[src/rtl/core/hrsp_pkg.sv]
package hrsp_pkg;

    localparam int DEF_MAX_HEADERS = 32;
    localparam int DEF_MAX_PARAMS  = 16;
    localparam int DEF_OFFSET_BITS = 16;
    localparam int QUEUE_DEPTH     = 4;
    localparam int MAX_RECS        = 3;

    typedef enum logic [3:0] {
        KIND_METHOD    = 4'd0,
        KIND_PATH      = 4'd1,
        KIND_QUERY     = 4'd2,
        KIND_VERSION   = 4'd3,
        KIND_HDR_KEY   = 4'd4,
        KIND_HDR_VALUE = 4'd5,
        KIND_PRM_KEY   = 4'd6,
        KIND_PRM_VALUE = 4'd7,
        KIND_HDRS_DONE = 4'd8,
        KIND_BODY      = 4'd9,
        KIND_DONE      = 4'd10,
        KIND_ERROR     = 4'd11
    } kind_t;

    typedef enum logic [3:0] {
        PH_METHOD   = 4'd0,
        PH_PRE_PATH = 4'd1,
        PH_PATH     = 4'd2,
        PH_Q_PEND   = 4'd3,
        PH_Q_KEY    = 4'd4,
        PH_Q_VAL    = 4'd5,
        PH_Q_SKIP   = 4'd6,
        PH_PRE_VER  = 4'd7,
        PH_VERSION  = 4'd8,
        PH_LINE     = 4'd9,
        PH_H_KEY    = 4'd10,
        PH_H_LEAD   = 4'd11,
        PH_H_VALUE  = 4'd12,
        PH_H_DROP   = 4'd13,
        PH_BODY     = 4'd14,
        PH_DONE     = 4'd15
    } phase_t;

    // value matcher codes
    localparam logic [3:0] NM_NONE    = 4'd0;
    localparam logic [3:0] NM_CLEN    = 4'd1;
    localparam logic [3:0] NM_CONN    = 4'd2;
    localparam logic [3:0] NM_CLOSE   = 4'd3;
    localparam logic [3:0] NM_KEEP    = 4'd4;
    localparam logic [3:0] NM_EXPECT  = 4'd5;
    localparam logic [3:0] NM_VERSION = 4'd1;
    localparam logic [3:0] NM_ALL     = 4'd7;

    // flag bit positions
    localparam int FL_KEEP    = 0;
    localparam int FL_EXPECT  = 1;
    localparam int FL_REFUSED = 2;
    localparam int FL_HTRUNC  = 3;
    localparam int FL_PTRUNC  = 4;

    localparam logic [7:0] CH_TAB   = 8'h09;
    localparam logic [7:0] CH_LF    = 8'h0A;
    localparam logic [7:0] CH_CR    = 8'h0D;
    localparam logic [7:0] CH_SP    = 8'h20;
    localparam logic [7:0] CH_PLUS  = 8'h2B;
    localparam logic [7:0] CH_COLON = 8'h3A;
    localparam logic [7:0] CH_EQ    = 8'h3D;
    localparam logic [7:0] CH_QUES  = 8'h3F;
    localparam logic [7:0] CH_AMP   = 8'h26;

    localparam logic [127:0] TXT_CLEN   = 128'("content-length");
    localparam logic [127:0] TXT_CONN   = 128'("connection");
    localparam logic [127:0] TXT_EXPECT = 128'("expect");
    localparam logic [127:0] TXT_HTTP10 = 128'("HTTP/1.0");
    localparam logic [127:0] TXT_CLOSE  = 128'("close");
    localparam logic [127:0] TXT_KEEP   = 128'("keep-alive");
    localparam logic [127:0] TXT_CONT   = 128'("100-continue");

    localparam logic [3:0] LEN_CLEN   = 4'd14;
    localparam logic [3:0] LEN_CONN   = 4'd10;
    localparam logic [3:0] LEN_EXPECT = 4'd6;
    localparam logic [3:0] LEN_HTTP10 = 4'd8;
    localparam logic [3:0] LEN_CLOSE  = 4'd5;
    localparam logic [3:0] LEN_KEEP   = 4'd10;
    localparam logic [3:0] LEN_CONT   = 4'd12;

    typedef struct packed {
        kind_t        kind;
        logic [15:0]  off;
        logic [15:0]  len;
        logic [5:0]   idx;
        logic [31:0]  clen;
        logic [4:0]   flags;
    } rec_t;

    typedef struct packed {
        rec_t [MAX_RECS-1:0] recs;
        logic [1:0]          n;
    } bundle_t;

    // Character k of a text of n characters held in the low bytes of t.
    function automatic logic [7:0] txt_at(logic [127:0] t, logic [3:0] n, logic [3:0] k);
        logic [3:0] i;
        i = n - k - 4'd1;
        return t[{i, 3'b000} +: 8];
    endfunction

    function automatic logic [7:0] to_lower(logic [7:0] c);
        return (c >= 8'h41 && c <= 8'h5A) ? c + 8'd32 : c;
    endfunction

endpackage

[src/rtl/core/hrsp_queue.sv]
module hrsp_queue
    import hrsp_pkg::*;
#(
    parameter int DEPTH = QUEUE_DEPTH
) (
    input  logic    aclk,
    input  logic    aresetn,
    input  logic    push,
    input  bundle_t push_data,
    output logic    full,
    input  logic    pop,
    output logic    not_empty,
    output bundle_t head
);
    localparam int PW = (DEPTH > 1) ? $clog2(DEPTH) : 1;
    localparam int CW = $clog2(DEPTH + 1);

    bundle_t         mem [DEPTH];
    logic [PW-1:0]   wr_reg, wr_next, rd_reg, rd_next;
    logic [CW-1:0]   cnt_reg, cnt_next;

    assign full      = (cnt_reg == CW'(DEPTH));
    assign not_empty = (cnt_reg != '0);
    assign head      = mem[rd_reg];

    always_comb begin
        wr_next  = wr_reg;
        rd_next  = rd_reg;
        cnt_next = cnt_reg;
        if (push) begin
            wr_next = (wr_reg == PW'(DEPTH - 1)) ? '0 : wr_reg + 1'b1;
        end
        if (pop) begin
            rd_next = (rd_reg == PW'(DEPTH - 1)) ? '0 : rd_reg + 1'b1;
        end
        if (push && !pop) begin
            cnt_next = cnt_reg + 1'b1;
        end else if (pop && !push) begin
            cnt_next = cnt_reg - 1'b1;
        end
    end

    always_ff @(posedge aclk) begin
        if (!aresetn) begin
            wr_reg  <= '0;
            rd_reg  <= '0;
            cnt_reg <= '0;
        end else begin
            wr_reg  <= wr_next;
            rd_reg  <= rd_next;
            cnt_reg <= cnt_next;
        end
    end

    always_ff @(posedge aclk) begin
        if (push) begin
            mem[wr_reg] <= push_data;
        end
    end

endmodule

[src/rtl/core/hrsp_front.sv]
module hrsp_front
    import hrsp_pkg::*;
#(
    parameter int MAX_HEADERS = DEF_MAX_HEADERS,
    parameter int MAX_PARAMS  = DEF_MAX_PARAMS,
    parameter int OFFSET_BITS = DEF_OFFSET_BITS
) (
    input  logic        aclk,
    input  logic        aresetn,
    input  logic        in_valid,
    input  logic [7:0]  in_byte,
    input  logic        in_restart,
    output logic        in_ready,
    input  logic [30:0] max_size,
    input  logic        q_full,
    output logic        q_push,
    output bundle_t     q_data
);
    localparam int POS_W = OFFSET_BITS + 1;
    typedef logic [POS_W-1:0] pos_t;

    typedef struct packed {
        phase_t      phase;
        pos_t        byte_offset;
        pos_t        slice_start;
        pos_t        query_start;
        logic        saw_cr;
        logic [6:0]  header_count;
        logic [5:0]  param_count;
        logic [3:0]  name_match;
        logic [3:0]  match_pos;
        logic [31:0] length_accum;
        logic [31:0] body_left;
        logic [4:0]  flags;
    } prs_state_t;

    typedef struct packed {
        prs_state_t st;
        bundle_t    b;
    } work_t;

    localparam prs_state_t ST_RESET = '{
        phase: PH_METHOD, byte_offset: '0, slice_start: '0, query_start: '0,
        saw_cr: 1'b0, header_count: '0, param_count: '0, name_match: NM_NONE,
        match_pos: '0, length_accum: '1, body_left: '0, flags: 5'b00001
    };

    prs_state_t state_reg, state_next;
    bundle_t    out_b;

    function automatic logic [15:0] lo16(pos_t v);
        logic [POS_W+15:0] t;
        t = {16'd0, v};
        return t[15:0];
    endfunction

    function automatic bundle_t add_rec(bundle_t b, kind_t k, pos_t off, pos_t len,
                                        logic [6:0] idx, logic [31:0] clen,
                                        logic [4:0] fl);
        rec_t r;
        r.kind  = k;
        r.off   = lo16(off);
        r.len   = lo16(len);
        r.idx   = idx[5:0];
        r.clen  = clen;
        r.flags = fl;
        if (b.n != 2'(MAX_RECS)) begin
            b.recs[b.n] = r;
            b.n         = b.n + 2'd1;
        end
        return b;
    endfunction

    function automatic prs_state_t match_text(prs_state_t s, logic [127:0] t, logic [3:0] n,
                                              logic [7:0] ch, logic [4:0] fset,
                                              logic [4:0] fclr);
        if (s.match_pos < n && ch == txt_at(t, n, s.match_pos)) begin
            s.match_pos = s.match_pos + 4'd1;
            if (s.match_pos == n) begin
                s.flags      = (s.flags | fset) & ~fclr;
                s.name_match = NM_NONE;
            end
        end else begin
            s.name_match = NM_NONE;
        end
        return s;
    endfunction

    // One pass of the line parser over one character.
    function automatic work_t proc(work_t w, logic [7:0] c, pos_t pos, pos_t lend,
                                   logic [30:0] msize);
        prs_state_t  s;
        bundle_t     b;
        logic [7:0]  lc;
        logic [3:0]  m;
        pos_t        e;
        logic [34:0] v;
        logic        body;
        s  = w.st;
        b  = w.b;
        lc = to_lower(c);
        e  = (c == CH_SP) ? pos : lend;
        // a byte that opens a field falls through into the field's phase
        if (s.phase == PH_PRE_PATH && c != CH_SP && c != CH_LF) begin
            s.slice_start = pos;
            s.phase       = PH_PATH;
        end
        if (s.phase == PH_PRE_VER && c != CH_SP && c != CH_LF) begin
            s.slice_start = pos;
            s.name_match  = NM_VERSION;
            s.match_pos   = '0;
            s.phase       = PH_VERSION;
        end
        if (s.phase == PH_LINE && c != CH_LF) begin
            s.slice_start = pos;
            s.name_match  = NM_ALL;
            s.match_pos   = '0;
            s.phase       = PH_H_KEY;
        end
        if (s.phase == PH_H_LEAD && c != CH_SP && c != CH_TAB && c != CH_LF) begin
            s.slice_start = pos;
            s.phase       = PH_H_VALUE;
        end
        case (s.phase)
            PH_METHOD: begin
                if (c == CH_SP) begin
                    b = add_rec(b, KIND_METHOD, s.slice_start, pos - s.slice_start, '0,
                                s.length_accum, s.flags);
                    s.phase = PH_PRE_PATH;
                end else if (c == CH_LF) begin
                    b = add_rec(b, KIND_ERROR, pos, '0, '0, s.length_accum, s.flags);
                    s.phase = PH_DONE;
                end
            end
            PH_PRE_PATH: begin
                if (c == CH_LF) begin
                    b = add_rec(b, KIND_PATH, lend, '0, '0, s.length_accum, s.flags);
                    s.phase = PH_LINE;
                end
            end
            PH_PATH: begin
                if (c == CH_SP || c == CH_QUES) begin
                    b = add_rec(b, KIND_PATH, s.slice_start, pos - s.slice_start, '0,
                                s.length_accum, s.flags);
                    if (c == CH_QUES) begin
                        s.query_start = pos + 1'b1;
                        s.phase       = PH_Q_PEND;
                    end else begin
                        s.phase = PH_PRE_VER;
                    end
                end else if (c == CH_LF) begin
                    b = add_rec(b, KIND_PATH, s.slice_start, lend - s.slice_start, '0,
                                s.length_accum, s.flags);
                    s.phase = PH_LINE;
                end
            end
            PH_Q_PEND, PH_Q_KEY, PH_Q_VAL, PH_Q_SKIP: begin
                if (c == CH_SP || c == CH_LF) begin
                    // close the open parameter, then the whole query
                    if (s.phase == PH_Q_KEY) begin
                        b = add_rec(b, KIND_PRM_KEY, s.slice_start, e - s.slice_start,
                                    {1'b0, s.param_count}, s.length_accum, s.flags);
                        b = add_rec(b, KIND_PRM_VALUE, e, '0, {1'b0, s.param_count},
                                    s.length_accum, s.flags);
                        s.param_count = s.param_count + 6'd1;
                    end else if (s.phase == PH_Q_VAL) begin
                        b = add_rec(b, KIND_PRM_VALUE, s.slice_start, e - s.slice_start,
                                    {1'b0, s.param_count}, s.length_accum, s.flags);
                        s.param_count = s.param_count + 6'd1;
                    end
                    b = add_rec(b, KIND_QUERY, s.query_start, e - s.query_start, '0,
                                s.length_accum, s.flags);
                    s.phase = (c == CH_SP) ? PH_PRE_VER : PH_LINE;
                end else begin
                    if (s.phase == PH_Q_PEND) begin
                        if (s.param_count >= 6'(MAX_PARAMS)) begin
                            s.flags[FL_PTRUNC] = 1'b1;
                            s.phase            = PH_Q_SKIP;
                        end else begin
                            s.slice_start = pos;
                            s.phase       = PH_Q_KEY;
                        end
                    end
                    if (s.phase == PH_Q_KEY) begin
                        if (c == CH_EQ) begin
                            b = add_rec(b, KIND_PRM_KEY, s.slice_start, pos - s.slice_start,
                                        {1'b0, s.param_count}, s.length_accum, s.flags);
                            s.slice_start = pos + 1'b1;
                            s.phase       = PH_Q_VAL;
                        end else if (c == CH_AMP) begin
                            b = add_rec(b, KIND_PRM_KEY, s.slice_start, pos - s.slice_start,
                                        {1'b0, s.param_count}, s.length_accum, s.flags);
                            b = add_rec(b, KIND_PRM_VALUE, pos, '0, {1'b0, s.param_count},
                                        s.length_accum, s.flags);
                            s.param_count = s.param_count + 6'd1;
                            s.phase       = PH_Q_PEND;
                        end
                    end else if (s.phase == PH_Q_VAL && c == CH_AMP) begin
                        b = add_rec(b, KIND_PRM_VALUE, s.slice_start, pos - s.slice_start,
                                    {1'b0, s.param_count}, s.length_accum, s.flags);
                        s.param_count = s.param_count + 6'd1;
                        s.phase       = PH_Q_PEND;
                    end
                end
            end
            PH_PRE_VER: begin
                if (c == CH_LF) begin
                    b = add_rec(b, KIND_VERSION, lend, '0, '0, s.length_accum, s.flags);
                    s.phase = PH_LINE;
                end
            end
            PH_VERSION: begin
                if (c == CH_LF) begin
                    b = add_rec(b, KIND_VERSION, s.slice_start, lend - s.slice_start, '0,
                                s.length_accum, s.flags);
                    s.name_match = NM_NONE;
                    s.phase      = PH_LINE;
                end else if (s.name_match != NM_NONE) begin
                    s = match_text(s, TXT_HTTP10, LEN_HTTP10, c, 5'b0, 5'b00001);
                end
            end
            PH_LINE: begin
                if (c == CH_LF) begin
                    // blank line: settle the body
                    if (msize != '0 && !s.length_accum[31] &&
                        s.length_accum[30:0] > msize) begin
                        s.flags[FL_REFUSED] = 1'b1;
                        s.flags[FL_KEEP]    = 1'b0;
                    end
                    body = !s.length_accum[31] && s.length_accum != '0 &&
                           !s.flags[FL_REFUSED];
                    if (!body) begin
                        s.flags[FL_EXPECT] = 1'b0;
                    end
                    b = add_rec(b, KIND_HDRS_DONE, pos, '0, '0, s.length_accum, s.flags);
                    if (body) begin
                        s.body_left   = s.length_accum;
                        s.slice_start = pos + 1'b1;
                        s.phase       = PH_BODY;
                    end else begin
                        b = add_rec(b, KIND_DONE, pos, '0, '0, s.length_accum, s.flags);
                        s.phase = PH_DONE;
                    end
                end
            end
            PH_H_KEY: begin
                if (c == CH_COLON) begin
                    m = s.name_match;
                    if (s.header_count >= 7'(MAX_HEADERS)) begin
                        s.flags[FL_HTRUNC] = 1'b1;
                        s.name_match       = NM_NONE;
                        s.phase            = PH_H_DROP;
                    end else begin
                        b = add_rec(b, KIND_HDR_KEY, s.slice_start, pos - s.slice_start,
                                    s.header_count, s.length_accum, s.flags);
                        s.name_match = NM_NONE;
                        if (m[0] && s.match_pos == LEN_CLEN) begin
                            s.name_match   = NM_CLEN;
                            s.length_accum = '0;
                        end else if (m[1] && s.match_pos == LEN_CONN) begin
                            s.name_match = NM_CONN;
                        end else if (m[2] && s.match_pos == LEN_EXPECT) begin
                            s.name_match = NM_EXPECT;
                        end
                        s.match_pos = '0;
                        s.phase     = PH_H_LEAD;
                    end
                end else if (c == CH_LF) begin
                    b = add_rec(b, KIND_ERROR, pos, '0, '0, s.length_accum, s.flags);
                    s.phase = PH_DONE;
                end else begin
                    m = s.name_match;
                    if (s.match_pos >= LEN_CLEN || lc != txt_at(TXT_CLEN, LEN_CLEN, s.match_pos))
                        m[0] = 1'b0;
                    if (s.match_pos >= LEN_CONN || lc != txt_at(TXT_CONN, LEN_CONN, s.match_pos))
                        m[1] = 1'b0;
                    if (s.match_pos >= LEN_EXPECT ||
                        lc != txt_at(TXT_EXPECT, LEN_EXPECT, s.match_pos))
                        m[2] = 1'b0;
                    s.name_match = m;
                    if (s.match_pos != 4'd15) begin
                        s.match_pos = s.match_pos + 4'd1;
                    end
                end
            end
            PH_H_LEAD, PH_H_VALUE: begin
                if (c == CH_LF) begin
                    if (s.phase == PH_H_LEAD) begin
                        s.slice_start = lend;
                    end
                    b = add_rec(b, KIND_HDR_VALUE, s.slice_start, lend - s.slice_start,
                                s.header_count, s.length_accum, s.flags);
                    s.header_count = s.header_count + 7'd1;
                    s.name_match   = NM_NONE;
                    s.phase        = PH_LINE;
                end else if (s.phase == PH_H_VALUE) begin
                    case (s.name_match)
                        NM_CLEN: begin
                            if (s.match_pos == '0 &&
                                (c == CH_SP || (c >= CH_TAB && c <= CH_CR))) begin
                                s.match_pos = s.match_pos;
                            end else if (s.match_pos == '0 && c == CH_PLUS) begin
                                s.match_pos = 4'd1;
                            end else if (s.match_pos < 4'd2 && c >= 8'h30 && c <= 8'h39) begin
                                v = 35'({s.length_accum[30:0], 3'b000}) +
                                    35'({s.length_accum[30:0], 1'b0}) + 35'(c - 8'h30);
                                s.length_accum = (v[34:31] != '0) ? 32'h7FFF_FFFF
                                                                  : {1'b0, v[30:0]};
                                s.match_pos = 4'd1;
                            end else begin
                                s.match_pos = 4'd2;
                            end
                        end
                        NM_CONN: begin
                            s.name_match = (lc == 8'h63) ? NM_CLOSE :
                                           (lc == 8'h6B) ? NM_KEEP : NM_NONE;
                            s.match_pos  = 4'd1;
                        end
                        NM_CLOSE:  s = match_text(s, TXT_CLOSE, LEN_CLOSE, lc, 5'b0, 5'b00001);
                        NM_KEEP:   s = match_text(s, TXT_KEEP, LEN_KEEP, lc, 5'b00001, 5'b0);
                        NM_EXPECT: s = match_text(s, TXT_CONT, LEN_CONT, lc, 5'b00010, 5'b0);
                        default: ;
                    endcase
                end
            end
            PH_H_DROP: begin
                if (c == CH_LF) begin
                    s.phase = PH_LINE;
                end
            end
            default: ;
        endcase
        w.st = s;
        w.b  = b;
        return w;
    endfunction

    assign in_ready = !q_full;

    always_comb begin
        work_t       w;
        pos_t        pos;
        logic [31:0] left;
        w.st   = in_restart ? ST_RESET : state_reg;
        w.b    = '0;
        pos    = w.st.byte_offset;
        left   = '0;
        if (w.st.phase != PH_DONE) begin
            if (w.st.byte_offset[POS_W-1]) begin
                w.b = add_rec(w.b, KIND_ERROR, pos, '0, '0, w.st.length_accum, w.st.flags);
                w.st.phase  = PH_DONE;
                w.st.saw_cr = 1'b0;
            end else begin
                w.st.byte_offset = pos + 1'b1;
                if (w.st.phase == PH_BODY) begin
                    left = (w.st.body_left != '0) ? w.st.body_left - 32'd1 : '0;
                    w.st.body_left = left;
                    if (left == '0) begin
                        w.b = add_rec(w.b, KIND_BODY, w.st.slice_start,
                                      w.st.length_accum[POS_W-1:0] & {POS_W{1'b1}},
                                      '0, w.st.length_accum, w.st.flags);
                        w.b.recs[0].len = w.st.length_accum[15:0];
                        w.b = add_rec(w.b, KIND_DONE, pos, '0, '0, w.st.length_accum,
                                      w.st.flags);
                        w.st.phase = PH_DONE;
                    end
                end else if (w.st.saw_cr) begin
                    w.st.saw_cr = 1'b0;
                    if (in_byte == CH_LF) begin
                        w = proc(w, CH_LF, pos, pos - 1'b1, max_size);
                    end else begin
                        // lone CR: handle it as an ordinary byte first
                        w = proc(w, CH_CR, pos - 1'b1, pos - 1'b1, max_size);
                        if (w.st.phase != PH_DONE && w.st.phase != PH_BODY) begin
                            if (in_byte == CH_CR) begin
                                w.st.saw_cr = 1'b1;
                            end else begin
                                w = proc(w, in_byte, pos, pos, max_size);
                            end
                        end
                    end
                end else if (in_byte == CH_CR) begin
                    w.st.saw_cr = 1'b1;
                end else begin
                    w = proc(w, in_byte, pos, pos, max_size);
                end
            end
        end
        state_next = w.st;
        out_b      = w.b;
    end

    assign q_push = in_valid && in_ready && (out_b.n != '0);
    assign q_data = out_b;

    always_ff @(posedge aclk) begin
        if (!aresetn) begin
            state_reg <= ST_RESET;
        end else if (in_valid && in_ready) begin
            state_reg <= state_next;
        end
    end

endmodule

[src/rtl/core/hrsp_back.sv]
module hrsp_back
    import hrsp_pkg::*;
(
    input  logic    aclk,
    input  logic    aresetn,
    input  logic    q_not_empty,
    input  bundle_t q_head,
    output logic    q_pop,
    output logic    out_valid,
    input  logic    out_ready,
    output rec_t    out_rec,
    output logic    out_last
);
    bundle_t    entry_reg;
    logic [1:0] idx_reg, idx_next;
    logic       busy_reg, busy_next;
    logic       take, load;

    assign out_last  = (idx_reg == entry_reg.n - 2'd1);
    assign out_rec   = entry_reg.recs[idx_reg];
    assign out_valid = busy_reg;
    assign take      = busy_reg && out_ready;
    assign load      = q_not_empty && (!busy_reg || (take && out_last));
    assign q_pop     = load;

    always_comb begin
        idx_next  = idx_reg;
        busy_next = busy_reg;
        if (load) begin
            idx_next  = '0;
            busy_next = 1'b1;
        end else if (take) begin
            if (out_last) begin
                busy_next = 1'b0;
            end else begin
                idx_next = idx_reg + 2'd1;
            end
        end
    end

    always_ff @(posedge aclk) begin
        if (!aresetn) begin
            idx_reg  <= '0;
            busy_reg <= 1'b0;
        end else begin
            idx_reg  <= idx_next;
            busy_reg <= busy_next;
        end
    end

    always_ff @(posedge aclk) begin
        if (load) begin
            entry_reg <= q_head;
        end
    end

endmodule

[src/rtl/core/http_request_stream_parser.sv]
// HTTP/1.x request parser, one request byte per input item.
// Input stream: s_axis_tdata carries the byte, s_axis_tuser high restarts
// parsing with this byte as byte 0 of a new request.
// Output stream: one item per slice record (method, path, query, version,
// header key/value, parameter key/value, headers complete, body, done,
// error); m_axis_tuser is the record kind, m_axis_tlast marks the last
// record caused by one input byte.
// APB register at address 0: max_request_size (31 bits, zero = no limit).
// Write it only while no request bytes are in flight.
// A record is registered in the queue and then in the output stage.
// Throughput: one byte per cycle while the queue has room and each byte
// yields at most one record; the output moves one record per cycle while
// m_axis_tready is high; a byte with two or three records holds it longer.
// A four-entry queue between the parser and the output stage absorbs such
// bursts and receiver stalls; s_axis_tready drops only when it is full.
// Reset clears the parse state, the queue and the register; no records are
// lost or repeated while m_axis_tready is low.
module http_request_stream_parser
    import hrsp_pkg::*;
#(
    parameter int MAX_HEADERS = DEF_MAX_HEADERS,
    parameter int MAX_PARAMS  = DEF_MAX_PARAMS,
    parameter int OFFSET_BITS = DEF_OFFSET_BITS
) (
    input  logic        aclk,
    input  logic        aresetn,
    input  logic        s_axis_tvalid,
    output logic        s_axis_tready,
    input  logic [7:0]  s_axis_tdata,   // [7:0] data_byte
    input  logic        s_axis_tuser,   // [0] restart
    output logic        m_axis_tvalid,
    input  logic        m_axis_tready,
    // [15:0] slice_offset, [31:16] slice_length, [37:32] entry_index,
    // [69:38] content_length, [70] keep_alive, [71] expect_continue,
    // [72] body_refused, [73] headers_truncated, [74] params_truncated
    output logic [79:0] m_axis_tdata,
    output logic [3:0]  m_axis_tuser,   // [3:0] kind
    output logic        m_axis_tlast,   // is_last
    input  logic        psel,
    input  logic        penable,
    input  logic        pwrite,
    input  logic [2:0]  paddr,
    input  logic [31:0] pwdata,
    output logic [31:0] prdata,
    output logic        pready
);
    localparam logic REG_MAX_SIZE = 1'b0;

    logic [30:0] max_size_reg;
    logic        q_full, q_push, q_pop, q_not_empty;
    bundle_t     q_in, q_head;
    rec_t        rec;

    assign pready = 1'b1;
    assign prdata = (paddr[2] == REG_MAX_SIZE) ? {1'b0, max_size_reg} : '0;

    always_ff @(posedge aclk) begin
        if (!aresetn) begin
            max_size_reg <= '0;
        end else if (psel && penable && pwrite && paddr[2] == REG_MAX_SIZE) begin
            max_size_reg <= pwdata[30:0];
        end
    end

    hrsp_front #(
        .MAX_HEADERS (MAX_HEADERS),
        .MAX_PARAMS  (MAX_PARAMS),
        .OFFSET_BITS (OFFSET_BITS)
    ) u_front (
        .aclk       (aclk),
        .aresetn    (aresetn),
        .in_valid   (s_axis_tvalid),
        .in_byte    (s_axis_tdata),
        .in_restart (s_axis_tuser),
        .in_ready   (s_axis_tready),
        .max_size   (max_size_reg),
        .q_full     (q_full),
        .q_push     (q_push),
        .q_data     (q_in)
    );

    hrsp_queue #(
        .DEPTH (QUEUE_DEPTH)
    ) u_queue (
        .aclk      (aclk),
        .aresetn   (aresetn),
        .push      (q_push),
        .push_data (q_in),
        .full      (q_full),
        .pop       (q_pop),
        .not_empty (q_not_empty),
        .head      (q_head)
    );

    hrsp_back u_back (
        .aclk        (aclk),
        .aresetn     (aresetn),
        .q_not_empty (q_not_empty),
        .q_head      (q_head),
        .q_pop       (q_pop),
        .out_valid   (m_axis_tvalid),
        .out_ready   (m_axis_tready),
        .out_rec     (rec),
        .out_last    (m_axis_tlast)
    );

    assign m_axis_tuser = rec.kind;
    assign m_axis_tdata = {5'd0, rec.flags[FL_PTRUNC], rec.flags[FL_HTRUNC],
                           rec.flags[FL_REFUSED], rec.flags[FL_EXPECT], rec.flags[FL_KEEP],
                           rec.clen, rec.idx, rec.len, rec.off};

endmodule

[config.mk]
export PLATFORM = sky130hd
export DESIGN_NAME = http_request_stream_parser
export DESIGN_NICKNAME = d
export VERILOG_FILES = /design/src/rtl/core/hrsp_pkg.sv /design/src/rtl/core/hrsp_queue.sv /design/src/rtl/core/hrsp_front.sv /design/src/rtl/core/hrsp_back.sv /design/src/rtl/core/http_request_stream_parser.sv
export SDC_FILE = /design/constraint.sdc
export NUM_CORES = 2
export LEC_CHECK = 0
export ABC_AREA = 1
export BUFFER_PORTS_ARGS = -buffer_cell sky130_fd_sc_hd__buf_4
export CAP_MARGIN = 40
export CELL_PAD_IN_SITES_DETAIL_PLACEMENT = 1
export CELL_PAD_IN_SITES_GLOBAL_PLACEMENT = 2
export CORE_ASPECT_RATIO = 0.7
export CORE_MARGIN = 2
export CORE_UTILIZATION = 39
export CTS_CLUSTER_DIAMETER = 60
export DETAILED_ROUTE_END_ITERATION = 12
export PLACE_DENSITY = 0.77
export SKIP_LAST_GASP = 1
export SLEW_MARGIN = 20
export SYNTH_ARGS = -nofsm -noshare
export SYNTH_HDL_FRONTEND = slang
export SYNTH_SLANG_ARGS = --single-unit
[constraint.sdc]
create_clock -name aclk -period 21.5 [get_ports aclk]
set_clock_uncertainty 0.15 [all_clocks]
set_input_delay 4.3 -clock aclk [delete_from_list [all_inputs] [get_ports aclk]]
set_output_delay 4.3 -clock aclk [all_outputs]
set_load 0.05 [all_outputs]
# ---- After elaboration in Yosys (flattened, before gate mapping)
# Memories as Yosys holds them, arrays and structs flattened. A register that Yosys moved wholly into a read port is not among the register bits.
# Index checks and enable logic that the tools add are counted.
# Widths: inputs -> output; s select.
dict set report word_totals {
  ff_bits 187
  ramBits 956
  inputBits 51
  out_inout_bits 120
  elab_cells 1245
  n_memories 1
}
# memory words word_bits rd rd_ports_with_merged_regs write_ports line_no
set mem_list {}
lappend mem_list {u_queue.mem 4 239 1 1 1 hrsp_queue.sv:18} ;# bundle_t mem [DEPTH];
dict set report classes {
  n_addsub 78
  magnitude_cmp 57
  n_eq_ne 146
  shifts 21
  mux 793
  bitwise_logic 3
  reduce_logical 128
}
# cell n
set op_table {}
lappend op_table {{$mux 239} 51}
lappend op_table {{$mux 146} 43}
lappend op_table {{$mux 81} 66}
lappend op_table {{$shiftx 128x8->8 const A} 21}
lappend op_table {{$bwmux 237} 11}
lappend op_table {{$pmux 239 s9} 1}
lappend op_table {{$pmux 239 s8} 1}
lappend op_table {{$demux 79 s2} 11}
lappend op_table {{$mux 385} 4}
lappend op_table {{$mux 17} 86}
lappend op_table {{$mux 79} 14}
lappend op_table {{$mux 65} 15}
lappend op_table {{$pmux 239 s4} 1}
lappend op_table {{$mux 4} 185}
lappend op_table {{$mux 80} 9}
lappend op_table {{$mux 329} 2}
lappend op_table {{$mux 32} 18}
lappend op_table {{$mux 77} 7}
lappend op_table {{$mux 64} 5}
lappend op_table {{$mux 78} 4}
lappend op_table {{$mux 18} 15}
lappend op_table {{$mux 31} 8}
lappend op_table {{$pmux 40 s3} 2}
lappend op_table {{$mux 8} 27}
lappend op_table {{other kinds (101)} 619}

# ---- Longest topological paths before layout
dict set report depth {
  ltp_word 135
  mapped_depth 47
  depth_no_buf 44
}

# ---- Cells and area by module
# Synthesis repeated with hierarchy kept, for this count alone.
dict set report hier_totals {
  hier_cells 10557
  hier_area_um2 87002.2
}
# module n_inst cells_each area_per_inst_um2
set modules_own_cells {}
lappend modules_own_cells {hrsp_front 1 7273 40453.8}
lappend modules_own_cells {hrsp_queue 1 2370 35716.8}
lappend modules_own_cells {hrsp_back 1 634 9087.5}
lappend modules_own_cells {http_request_stream_parser 1 280 1744.2}

# ---- Worst setup path before layout
# OpenSTA, ideal clock, no wires.
dict set report synth_path {
  path_type {input port to flip-flop}
  start {input s_axis_tuser}
  end {memory u_queue.mem[0][0] (netlist name), enable pin}
  setup_time_ns 0.821
  t_arrival_ns 18.087
  path_slack_ns 2.442
  stages 31
  path_cell_list {buf_4 buf_2 clkbuf_1 buf_1 clkbuf_1 clkbuf_1 nor2_1 clkinv_1 ha_1 nand3_1 o21ai_0 o21ai_0 inv_1 o21ai_0 o2111ai_1 nand2_1 nand4_1 a21oi_1 nand2_1 nand2_1 clkinv_1 nor2_1 inv_1 nor2_1 inv_1 nand2_1 o21ai_0 inv_1 o21ai_2 nand2_2 nor2_1}
}
dict set report synth_between {
  elab_chain_cells 113
  word_cells_on_any_way 309
  cone_classes {4 x add/sub; 5 x order compare; 58 x eq/ne; 199 x mux; 43 x reduce/logical}
}
# item line_no
set synth_lines {}
lappend synth_lines {{start: declaration} http_request_stream_parser.sv:30} ;# input logic s_axis_tuser,
lappend synth_lines {{$mux 146 (*)} hrsp_front.sv:344} ;# w.st = in_restart ? ST_RESET : state_reg;
lappend synth_lines {{$eq 4x1->1} -}
lappend synth_lines {{$mux 4} hrsp_front.sv:104} ;# if (s.phase == PH_PRE_PATH && c != CH_SP && c != CH_LF) begin
lappend synth_lines {{$mux 4} hrsp_front.sv:369} ;# if (in_byte == CH_LF) begin
lappend synth_lines {{$mux 4} hrsp_front.sv:367} ;# end else if (w.st.saw_cr) begin
lappend synth_lines {{$mux 4} hrsp_front.sv:355} ;# if (w.st.phase == PH_BODY) begin
lappend synth_lines {{$mux 4} hrsp_front.sv:349} ;# if (w.st.byte_offset[POS_W-1]) begin
lappend synth_lines {{$mux 4} hrsp_front.sv:348} ;# if (w.st.phase != PH_DONE) begin
lappend synth_lines {{(+97 left out)} -}
lappend synth_lines {{$mux 385} hrsp_front.sv:367}
lappend synth_lines {{$mux 239} hrsp_front.sv:355}
lappend synth_lines {{$mux 239} hrsp_front.sv:349}
lappend synth_lines {{$mux 385 (*)} hrsp_front.sv:348}
lappend synth_lines {{$reduce_bool 2->1 (*)} hrsp_front.sv:393} ;# assign q_push = in_valid && in_ready && (out_b.n != '0);
lappend synth_lines {{$logic_and 1x1->1 (*)} hrsp_front.sv:393}
lappend synth_lines {{$mux 1 (*)} hrsp_queue.sv:56} ;# if (push) begin
lappend synth_lines {{$mux 1 (implied by the code) (*)} hrsp_queue.sv:57} ;# mem[wr_reg] <= push_data;
lappend synth_lines {{end: declaration} hrsp_queue.sv:18}
# Every way passes the cells marked *; elsewhere a longest branch is shown, timed or not. The select of a mux whose other input is x is not followed.

# ---- Worst setup path after layout
dict set report layout_path {
  start {input s_axis_tuser}
  end {memory u_queue.mem[3][140] (netlist name), enable pin}
}
# Same word-level chain as after synthesis.

==> results.cfg <==
[detailed_routing]
wl_per_cell_um = 31.1
drc = 0
vias = 84500
ant_nets = 0
firstDrtPassIters = 6
routed_wl_um = 415000
drt_first_iter_violations = 9862
viasPerCell = 6.33

[global_route]
grt_max_degree = 139
grt_pass1_vias = 83800
antenna_found_initial = 19
overflow = 0
grt_pass1_wl_um = 596000
track_usage_pct = 36.5

[yosys]
synth_top_cell_area_share_pct = 40.5
synthMuxAreaShare_pct = 0.0237
yosysMostFrequentCell = nand2_1
async_reset_ff_share_pct = 0
yosys.area_share.simple_pct = 17.8
mappedNetlistArea_mm2 = 0.0845
synth_ff_type = edfxtp_1
yosys_warnings = 0
ys_top_cells_by_count = nand2_1 (1,532), o21ai_0 (1,406), nor2_1 (1,307), edfxtp_1 (1,140), inv_1 (807)
synth-seq-cells = 1325
syn_inst = 10300
synth_top_family_by_area = compound AO/OA/AOI/OAI gates
synth_fa_ha_area_share_pct = 4.99
yosys-top-cells-area = edfxtp_1 (41%), o21ai_0 (8.3%), nand2_1 (6.8%), nor2_1 (5.8%), dfxtp_1 (4.4%)
ys_seq_area_share_pct = 44.9
synth_cell_types = 81
avgSynthCellArea_um2 = 8.18
synth_top_area_cell = edfxtp_1
synth_edf_count = 1140
synth_compound_area_share_pct = 23.6
synthXorXnorAreaFrac_pct = 1.68

[sta]
period_minus_slack_ns = 13.41
setup_viol = 0
tns_ns = 0
drv_slew = 0
finalCritPeriodShare_pct = 62.4
tightest_slew_ns = 1.04
rsz0062_at_grt = false
max-slew-margin-rel_pct = 30.4
hold_viol_final = 0
fmax_ghz = 0.0746

[status]
outcome = finished, final reports clean

[cts]
cts_sinks = 1325
ctsHoldBuffers = 0
numCtsBuffers = 153
post_cts_buffers = 0
cts_tree = yes
cts_resized = 0
clk_pin_slew_ns = 0.06
clock_path_buffers = 4
htreeDepth = 4
root_buffer = clkbuf_16
clk_latency_ns = 0.85

[setup_path]
cp_data_arrival_time_ns = 13.66
worstSetupPathType = input pin to flip-flop
cpMostUsedCell = buf_4
startpoint_type = input pin
cpMaxStageDelayCell = buf_4
crit_required_ns = 21.75
slowest_delay_ns = 0.63
cp-end-kind = flip-flop
cp_max_fo = 116

[power_and_ir_drop]
seqPwrFrac_pct = 33.9
p_int_mw = 5.66
leakage_nw = 37.6
clock_power_share_pct = 26.3
switching_power_mw = 4.02
switching_share_pct = 41.5
power_density_mw_per_mm2 = 102
finalPower_mw = 9.68
ir_drop_mv = 0.0819
comb_power_share_pct = 39.8

[layout]
final_util_pct = 44.1
finalNetCount = 10700
area_delta_synth_final_pct = 12.1
layoutNonFillerInstCount = 13300
largest_reg_flops = 912
drive_above_1_share_pct = 8.96
nFillCells = 25400

[floorplanning]
die_w_um = 560
initial_core_util_pct = 39.4
die-area_mm2 = 0.220
io_pins = 171
core_mm2 = 0.215
num_rows = 142
die_h_um = 393

[worst_hold_path]
min_path_type = flip-flop to flip-flop

[placed_design]
dp.cells = 13000
place_hpwl_um = 288000
io_buffers = 160
gp_congestion = 0.994

[run]
max_cap_violations = 0
[per-layer routing]
metal | vias to the layer above | GRT usage [%] | share of wire [%]
li1 | 36900 | - | -
met1 | 42300 | 50.3 | 43
met2 | 4320 | 55.3 | 43
met3 | 982 | 7.15 | 9.3
met4 | 4 | 16.5 | 5.2
met5 | - | 0 | 0.0063
[worst max-delay path: cells and delay by family]
family | cells | cell delay (ns)
AOI/OAI and AO/OA | 2 | 0.36
buffers and inverters | 17 | 5.21
and+or+nand+nor | 12 | 3.24
[cells in the final DEF, fill, tap and decap left out, types with 46 or more instances in the layout]
cell,Yosys,layout
nand2_1,1532,1530
o21ai_0,1406,1398
nor2_1,1307,1284
edfxtp_1,1140,1140
inv_1,807,797
a21oi_1,718,716
buf_4,17,442
nand3_1,409,409
o22ai_1,326,326
ha_1,276,276
o211ai_1,219,219
dfxtp_1,185,181
clkbuf_16,0,155
xor2_1,130,130
o221ai_1,116,116
nor3_1,103,101
nand4_1,94,94
a31oi_1,76,76
clkinv_1,36,70
a221oi_1,63,63
o21ai_1,49,57
a211oi_1,53,53
o2111ai_1,48,48
nor4_1,50,47
or2_2,46,46
[power groups by stage]
stage | Sequential, mW | Combinational [mW] | Clock [mW]
floorplan | 3.38 | 2.39 | 0
global placement | 3.33 | 3.60 | 0
detailed placement | 3.34 | 3.74 | 0
CTS | 3.29 | 3.77 | 2.58
global route | 3.31 | 4.15 | 2.68
finish | 3.29 | 3.85 | 2.54
[worst paths after layout]
path	startpoint	end	slack (ns)	depth (start not counted)
setup reg to reg	u_front.state_reg[38]	u_queue.mem[3][140]	11.91	33
hold / removal	u_front.state_reg[32]	u_front.state_reg[32]	0.31	2
hold reg to reg	u_front.state_reg[32]	u_front.state_reg[32]	0.31	2
setup / recovery	s_axis_tuser	u_queue.mem[3][140]	8.09	31
[through the flow]
step                hold slack, ns  setup slack, ns  instance area, um2
finish                       0.314             8.09               94700
global route                 0.333             7.92               94700
CTS                          0.315             8.60               94400
detailed placement           0.307             7.76               89700
global placement             0.301             7.04               89000
floorplan                    0.295             2.44               84500
[cell families (layout without fill, tap and decap cells)]
family                     Yosys count  after routing
buffers and inverters             1549           1658
other                                2             17
adders and majority gates          314            314
and+or+nand+nor                   3623           3623
muxes                                2              2
AOI/OAI and AO/OA                 3360           3360
DFF                               1325           1325
xor gates and xnor gates           162            162
[area by class of cell]
| cell class | count | area, um2 | share of cell area (%) |
|---|---|---|---|
| multi-input combinational | 7468 | 40800 | 43.1 |
| clock buffer | 182 | 4010 | 4.23 |
| antenna | 10 | 25.0 | 0.0264 |
| timing repair buffer | 511 | 4270 | 4.51 |
| inverter | 882 | 3340 | 3.53 |
| sequential | 1325 | 38000 | 40.1 |
| clock inverter | 83 | 694 | 0.733 |
| tap | 2880 | 3600 | 3.80 |
Power figures use the tool's default switching activity.
